==> config.mk <==
export PLATFORM = sky130hd
export DESIGN_NAME = membership_set_table
export DESIGN_NICKNAME = d
export VERILOG_FILES = /design/src/design/mst_pkg.sv /design/src/design/membership_set_table.sv /design/src/design/mst_cell.sv /design/src/design/mst_ctrl.sv
export SDC_FILE = /design/constraint.sdc
export NUM_CORES = 2
export LEC_CHECK = 0
export ABC_AREA = 1
export BUFFER_PORTS_ARGS = -buffer_cell sky130_fd_sc_hd__buf_2
export CAP_MARGIN = 25
export CELL_PAD_IN_SITES_DETAIL_PLACEMENT = 0
export CELL_PAD_IN_SITES_GLOBAL_PLACEMENT = 1
export CORE_ASPECT_RATIO = 0.6
export CORE_MARGIN = 2
export CORE_UTILIZATION = 50
export CTS_CLUSTER_SIZE = 12
export DETAILED_ROUTE_END_ITERATION = 12
export GPL_ROUTABILITY_DRIVEN = 1
export MAX_ROUTING_LAYER = met4
export PLACE_DENSITY_LB_ADDON = 0.1
export REMOVE_ABC_BUFFERS = 1
export SLEW_MARGIN = 30
export SYNTH_ARGS = -nofsm -noshare
export SYNTH_HDL_FRONTEND = slang
export SYNTH_SLANG_ARGS = --single-unit
==> constraint.sdc <==
create_clock -name clk -period 10.3 [get_ports clk]
set_clock_uncertainty 0.05 [all_clocks]
set_input_delay 0 -clock clk [delete_from_list [all_inputs] [get_ports clk]]
set_output_delay 0 -clock clk [all_outputs]
set_load 0.02 [all_outputs]
==> src/design/mst_pkg.sv <==
package mst_pkg;

    // fixed field widths
    localparam int VAL_W        = 32;
    localparam int REQ_W        = 2;
    localparam int STAT_W       = 3;
    localparam int MCNT_W       = 7;
    localparam int CAPACITY_DEF = 64;

    // request codes
    localparam logic [REQ_W-1:0] OP_FIND   = 2'd0;
    localparam logic [REQ_W-1:0] OP_ADD    = 2'd1;
    localparam logic [REQ_W-1:0] OP_REMOVE = 2'd2;

    // result status codes
    typedef enum logic [STAT_W-1:0] {
        STAT_FOUND     = 3'd0,
        STAT_NOT_FOUND = 3'd1,
        STAT_ADDED     = 3'd2,
        STAT_REMOVED   = 3'd3,
        STAT_FULL      = 3'd4,
        STAT_EMPTY     = 3'd5
    } status_t;

    // what a token does as it passes each cell
    typedef enum logic [1:0] {
        TK_SEARCH = 2'd0,
        TK_INSERT = 2'd1,
        TK_DELETE = 2'd2
    } tok_kind_t;

    // token handed from cell to cell
    typedef struct packed {
        logic             act;
        tok_kind_t        kind;
        logic [VAL_W-1:0] value;
        logic             flag;
    } tok_t;

    // controller phases
    typedef enum logic [1:0] {
        PH_IDLE   = 2'd0,
        PH_SEARCH = 2'd1,
        PH_INSERT = 2'd2
    } phase_t;

endpackage

==> src/design/membership_set_table.sv <==
// set of distinct 32-bit values held in a chain of CAPACITY cells, one entry per cell
// a transaction is a token that walks the chain one cell per cycle
// find, remove and failed add make one pass down the chain from start to done;
// a successful add makes a search pass, then an insert pass
// one transaction at a time; a new start is taken in the cycle done is shown
// rst_n clears all entries, the count and the controller; the receiver cannot stall
module membership_set_table #(
    parameter int CAPACITY = mst_pkg::CAPACITY_DEF
) (
    input  logic                             clk,
    input  logic                             rst_n,
    input  logic                             start,
    output logic                             busy,
    input  logic [mst_pkg::REQ_W-1:0]        req_type,
    input  logic signed [mst_pkg::VAL_W-1:0] item_value,
    output logic                             done,
    output logic [mst_pkg::STAT_W-1:0]       status,
    output logic [mst_pkg::MCNT_W-1:0]       member_count
);
    import mst_pkg::*;

    tok_t chain [0:CAPACITY];

    // controller launches tokens and collects them at the tail
    mst_ctrl #(
        .CAPACITY (CAPACITY)
    ) u_ctrl (
        .clk          (clk),
        .rst_n        (rst_n),
        .start        (start),
        .req_type     (req_type),
        .item_value   (item_value),
        .tail         (chain[CAPACITY]),
        .launch       (chain[0]),
        .busy         (busy),
        .done         (done),
        .status       (status),
        .member_count (member_count)
    );

    // row of entry cells
    for (genvar i = 0; i < CAPACITY; i++)
    begin : g_cell
        mst_cell u_cell (
            .clk     (clk),
            .rst_n   (rst_n),
            .tok_in  (chain[i]),
            .tok_out (chain[i+1])
        );
    end

endmodule

==> src/design/mst_cell.sv <==
module mst_cell (
    input  logic          clk,
    input  logic          rst_n,
    input  mst_pkg::tok_t tok_in,
    output mst_pkg::tok_t tok_out
);
    import mst_pkg::*;

    logic             valid_reg;
    logic             valid_next;
    logic [VAL_W-1:0] value_reg;
    logic [VAL_W-1:0] value_next;
    tok_t             tok_reg;
    tok_t             tok_next;
    logic             match;

    // compare against the held entry
    assign match = valid_reg && (value_reg == tok_in.value);

    // per-cell action on the passing token
    always_comb
    begin
        tok_next   = tok_in;
        valid_next = valid_reg;
        value_next = value_reg;
        if (tok_in.act)
        begin
            unique case (tok_in.kind)
                TK_SEARCH:
                begin
                    tok_next.flag = tok_in.flag | match;
                end
                TK_DELETE:
                begin
                    if (match)
                    begin
                        valid_next    = 1'b0;
                        tok_next.flag = 1'b1;
                    end
                end
                TK_INSERT:
                begin
                    // first free cell along the chain claims the value
                    if (!valid_reg && !tok_in.flag)
                    begin
                        valid_next    = 1'b1;
                        value_next    = tok_in.value;
                        tok_next.flag = 1'b1;
                    end
                end
                default:
                begin
                    tok_next = tok_in;
                end
            endcase
        end
    end

    // entry valid bit and token stage
    always_ff @(posedge clk or negedge rst_n)
    begin
        if (!rst_n)
        begin
            valid_reg <= 1'b0;
            tok_reg   <= '0;
        end
        else
        begin
            valid_reg <= valid_next;
            tok_reg   <= tok_next;
        end
    end

    // entry value
    always_ff @(posedge clk)
    begin
        value_reg <= value_next;
    end

    assign tok_out = tok_reg;

endmodule

==> src/design/mst_ctrl.sv <==
module mst_ctrl #(
    parameter int CAPACITY = mst_pkg::CAPACITY_DEF
) (
    input  logic                        clk,
    input  logic                        rst_n,
    input  logic                        start,
    input  logic [mst_pkg::REQ_W-1:0]   req_type,
    input  logic signed [mst_pkg::VAL_W-1:0] item_value,
    input  mst_pkg::tok_t               tail,
    output mst_pkg::tok_t               launch,
    output logic                        busy,
    output logic                        done,
    output logic [mst_pkg::STAT_W-1:0]  status,
    output logic [mst_pkg::MCNT_W-1:0]  member_count
);
    import mst_pkg::*;

    localparam int CNT_W = $clog2(CAPACITY + 1);
    localparam logic [CNT_W-1:0] CNT_FULL = CNT_W'(CAPACITY);

    phase_t            phase_reg;
    phase_t            phase_next;
    logic [REQ_W-1:0]  op_reg;
    logic [REQ_W-1:0]  op_next;
    logic [VAL_W-1:0]  value_reg;
    logic [VAL_W-1:0]  value_next;
    logic [CNT_W-1:0]  count_reg;
    logic [CNT_W-1:0]  count_next;
    tok_t              launch_reg;
    tok_t              launch_next;
    logic              done_reg;
    logic              done_next;
    status_t           status_reg;
    status_t           status_next;
    logic [MCNT_W-1:0] mcount_reg;
    logic [MCNT_W-1:0] mcount_next;
    logic              need_insert;

    // add of an absent value with room left goes on to the insert pass
    assign need_insert = (op_reg == OP_ADD) && !tail.flag && (count_reg != CNT_FULL);

    // next phase
    always_comb
    begin
        phase_next = phase_reg;
        unique case (phase_reg)
            PH_IDLE:
            begin
                if (start)
                begin
                    phase_next = PH_SEARCH;
                end
            end
            PH_SEARCH:
            begin
                if (tail.act)
                begin
                    phase_next = need_insert ? PH_INSERT : PH_IDLE;
                end
            end
            PH_INSERT:
            begin
                if (tail.act)
                begin
                    phase_next = PH_IDLE;
                end
            end
            default:
            begin
                phase_next = PH_IDLE;
            end
        endcase
    end

    // token launch, count update and result
    always_comb
    begin
        op_next          = op_reg;
        value_next       = value_reg;
        count_next       = count_reg;
        launch_next      = launch_reg;
        launch_next.act  = 1'b0;
        done_next        = 1'b0;
        status_next      = status_reg;
        unique case (phase_reg)
            PH_IDLE:
            begin
                if (start)
                begin
                    op_next           = req_type;
                    value_next        = $unsigned(item_value);
                    launch_next.act   = 1'b1;
                    launch_next.kind  = (req_type == OP_REMOVE) ? TK_DELETE : TK_SEARCH;
                    launch_next.value = $unsigned(item_value);
                    launch_next.flag  = 1'b0;
                end
            end
            PH_SEARCH:
            begin
                if (tail.act)
                begin
                    if (op_reg == OP_REMOVE)
                    begin
                        done_next = 1'b1;
                        if (count_reg == '0)
                        begin
                            status_next = STAT_EMPTY;
                        end
                        else if (tail.flag)
                        begin
                            status_next = STAT_REMOVED;
                            count_next  = count_reg - CNT_W'(1);
                        end
                        else
                        begin
                            status_next = STAT_NOT_FOUND;
                        end
                    end
                    else if (op_reg == OP_ADD)
                    begin
                        if (tail.flag)
                        begin
                            done_next   = 1'b1;
                            status_next = STAT_FOUND;
                        end
                        else if (!need_insert)
                        begin
                            done_next   = 1'b1;
                            status_next = STAT_FULL;
                        end
                        else
                        begin
                            launch_next.act   = 1'b1;
                            launch_next.kind  = TK_INSERT;
                            launch_next.value = value_reg;
                            launch_next.flag  = 1'b0;
                        end
                    end
                    else
                    begin
                        // find, and the unused code treated as find
                        done_next   = 1'b1;
                        status_next = tail.flag ? STAT_FOUND : STAT_NOT_FOUND;
                    end
                end
            end
            PH_INSERT:
            begin
                if (tail.act)
                begin
                    done_next   = 1'b1;
                    status_next = STAT_ADDED;
                    count_next  = count_reg + CNT_W'(1);
                end
            end
            default:
            begin
                done_next = 1'b0;
            end
        endcase
        mcount_next = done_next ? MCNT_W'(count_next) : mcount_reg;
    end

    // control registers and launch token
    always_ff @(posedge clk or negedge rst_n)
    begin
        if (!rst_n)
        begin
            phase_reg  <= PH_IDLE;
            count_reg  <= '0;
            launch_reg <= '0;
            done_reg   <= 1'b0;
        end
        else
        begin
            phase_reg  <= phase_next;
            count_reg  <= count_next;
            launch_reg <= launch_next;
            done_reg   <= done_next;
        end
    end

    // payload registers
    always_ff @(posedge clk)
    begin
        op_reg           <= op_next;
        value_reg        <= value_next;
        status_reg       <= status_next;
        mcount_reg       <= mcount_next;
    end

    assign launch       = launch_reg;
    assign busy         = (phase_reg != PH_IDLE);
    assign done         = done_reg;
    assign status       = status_reg;
    assign member_count = mcount_reg;

endmodule

==> summary.txt <==
Setup path
  • Required @ worst endpoint: about 11 ns
  • Largest stage delay, worst path: just under 0.7 ns
  • Crit path top cell by count: buf_12
  • Crit. End Element: asynchronous set/reset pin
  • Crit-path cells: dlygate4sd3_1 -> dlygate4sd3_1 -> buf_12 -> buf_4 -> buf_12 -> buf_12
  • Crit path launch type: input port
  • CP Max Fanout: around 150
  • CP arrival: approximately 3.6 ns
  • Cell family with most CP delay: buffers and inverters
  • CP max-delay cell: buf_12
  • Worst Path Buf+Inv: 6
  • CP Class: in2async

Timing
  • Hold Fails Final Rpt: 0
  • TNS Setup: 0 ns
  • Period minus WS final: 2.75 ns
  • Least-Margin Pin Slew: ~0.9 ns
  • RSZ-0062 raised after global routing: no
  • Fmax: 364 MHz
  • Hold Slack: a little under 0.2 ns
  • Final period utilization: about a quarter
  • Slew Viols, Final: 0
  • Final setup viols: 0
  • Max-slew headroom: ~39%

Power and ir drop
  • Pwr per Cell Area: between 200 and 250 nW/µm²
  • VDD IR max: roughly 0.16 mV
  • PnR Total Power: around 45,000 µW
  • Leakage: ~0.078 µW

Die
  • IO Pins: slightly below 50
  • Core ar.: 324,000 µm²
  • Die extent in x: between 700 and 800 µm
  • Die area: approximately 330,000 µm²
  • Initial core utilization: 50.1%
  • Site Rows: approximately 160
  • Die H: around 450 µm

Global route
  • Gr ovfl total: 0
  • GRT Max-Usage Layer: met1
  • Vias in the first global route: 86,087
  • Met2 GRT Util: a little under a quarter
  • Total track usage: just over 20%
  • Initial antenna violation count: 13
  • First-pass GRT wire length: between 500,000 and 600,000 µm
  • Largest net degree at the start of global routing: 167
  • Global-route met1 utilization: between 30% and 40%
  • Met3 GRT Util: under 10%

Drt
  • Drt total wl: 319,000 µm
  • Drt first pass iters: 5
  • ANT nets after route: 0
  • Via density: roughly 4.8
  • Routed via count: between 80,000 and 90,000
  • Avg WL per Cell: roughly 18 µm
  • Iteration-0 DRC Markers: 7,216
  • DRC Markers: 0

Logic synthesis
  • Post-synthesis sequential area ratio: between 70% and 80%
  • Synth area leaders: edfxtp_1, dfrtp_1, nand2_1, inv_1, xnor2_1
  • Post-Syn Area per Cell: ~13 µm²
  • Synth Flop Type: dfrtp_1
  • Ys async rst share: 53.2%
  • Mapped Cells: 12,683
  • Yosys reg bits: around 4,500
  • EDFF count, synth: between 2,000 and 2,500
  • Post-synth top area cell: edfxtp_1
  • Synth warn: 0
  • Yosys cell types: 44
  • Top-count cell post-synth: nand2_1
  • Synth top cells by count: nand2_1, dfrtp_1, edfxtp_1
  • Mapped cell area: between 150,000 and 200,000 µm²
  • Yosys top cell area share: around two fifths

Layout
  • Fraction of layout cells with a size suffix above 1: under 10%
  • Max reg flops: 2,270
  • Area Overhead vs Synth: 12.5%
  • # nets final: about 14,000
  • Fin util: between 50 and 60%
  • Layout Cells excl Fill: about 18,000

CTS
  • H-Tree Depth: 5
  • Clock sink count: around 4,500
  • Worst-Skew Late Latency: ~0.90 ns
  • Total CTS buffers: 426
  • Hold_buf cts: 73
  • Clock buffer depth: 4
  • Clock slew at reported path FFs: around 0.060 ns
  • Post-CTS Setup Repair Bufs: 0
  • TritonCTS clock tree: done
  • CTS resizes: 0
  • Root buf cell: clkbuf_16

Placed design
  • Gpl congestion: around 0.80
  • IO buf count: 48
  • Placed Cells: 17,162
  • HPWL Detailed: 220,000 µm

Run
  • Maxcap violations: 0

Outcome
  • Run status: complete, no violations

Hold path
  • Hold Path Class: in2reg
==> layout by cell type (no fill, tap or decap), types with 2 or more instances in the layout <==
cell           netlist  routed
o21ai_0            429     429
o211ai_1             3       3
nand3b_1            26      26
clkbuf_16            0     435
clkbuf_8             0      28
a21oi_1             48      48
inv_1             1957    1956
o22ai_1             79      79
a21boi_0            25      25
nor2_1            1061    1061
nor4_2               0      57
or2_2               49      49
nor2_2              11      11
a22oi_1              4       4
nand2_1           2527    2527
dlygate4sd3_1        0      72
ha_1               198     198
dfrtp_1           2379    2379
o2bb2ai_1            7       7
nor3_1             165     163
a22oi_2             13      13
nand4_1            204     204
buf_12               0      12
buf_2                4      47
nor4_4               0       5
inv_6                0       8
nor3_2               0       2
nor3b_1             24      24
nand3_1            322     322
xnor2_1            666     666
inv_2                4       5
clkinv_2             0       6
edfxtp_1          2092    2092
a21oi_2              8       8
a21o_1              63      63
diode_2              0       6
buf_4                1      87
xor2_1             231     231
buf_16               0       6
clkbuf_1             3     295
==> per-stage QoR <==
stage	cell area [µm²]	setup WS, ns
after floorplan	162000	6.04
after global placement	169000	7.38
after detailed placement	169000	7.27
after CTS	183000	7.53
after global routing	183000	7.15
final	183000	7.55
==> routing by layer <==
layer	up-vias	routed length (µm)	part of all wire (%)
li1	42061	-	-
met3	455	13700	4.3
met5	-	0	0
met1	42622	185000	58
met4	0	6020	1.9
met2	1439	114000	36
==> power breakdown <==
group          switching [µW]  internal, µW
combinational            2390          1930
sequential               3930         22600
clock                    6420          8090
==> final cells by class <==
class | count | area, µm²
diodes | 6 | 15.0
clock buffers | 758 | 12400
clock inverters | 18 | 170
fillers | 25986 | 141000
inverters | 1962 | 7370
multi-input cells | 6236 | 33100
flip-flops and latches | 4471 | 122000
well taps | 4346 | 5440
repair buffers | 225 | 2030
==> worst register-to-register path, stage by stage (launching register included) <==
cell	delay (ns)
dfrtp_1	0.38
inv_1	0.11
ha_1	0.35
inv_2	0.07
nor2_2	0.19
inv_2	0.06
o21ai_2	0.07
inv_2	0.07
o211ai_4	0.07
buf_4	0.56
inv_4	0.33
nor2_1	0.23
a21oi_1	0.06
==> logic make-up after synthesis <==
| logic type | count (synthesis) | share of synthesized area (%) |
|---|---|---|
| buffers and inverters | 1976 | 4.60 |
| adder cells (fa/ha/maj) | 198 | 1.52 |
| AO/OA/AOI/OAI | 687 | 2.44 |
| AND/OR/NAND/NOR | 4454 | 11.3 |
| XOR/XNOR | 897 | 4.84 |
| flip-flops | 4471 | 75.3 |
==> final timing paths <==
kind                            depth (start not counted)                           from  slack, ns                            end
worst max-delay path                                    6                          rst_n       7.55   g_cell[42].u_cell.tok_out[2]
worst min-delay path                                    5                          start       0.20            u_ctrl.phase_reg[1]
worst max register to register                         12            u_ctrl.phase_reg[1]       7.59               u_ctrl.launch[9]
worst min register to register                          0  g_cell[12].u_cell.tok_out[35]       0.32  g_cell[13].u_cell.tok_out[35]
max in group clk                                       12            u_ctrl.phase_reg[1]       7.59               u_ctrl.launch[9]
min in group asynchronous                               4                          rst_n       0.38  g_cell[27].u_cell.tok_out[17]
(Power assumes the default switching activity.)
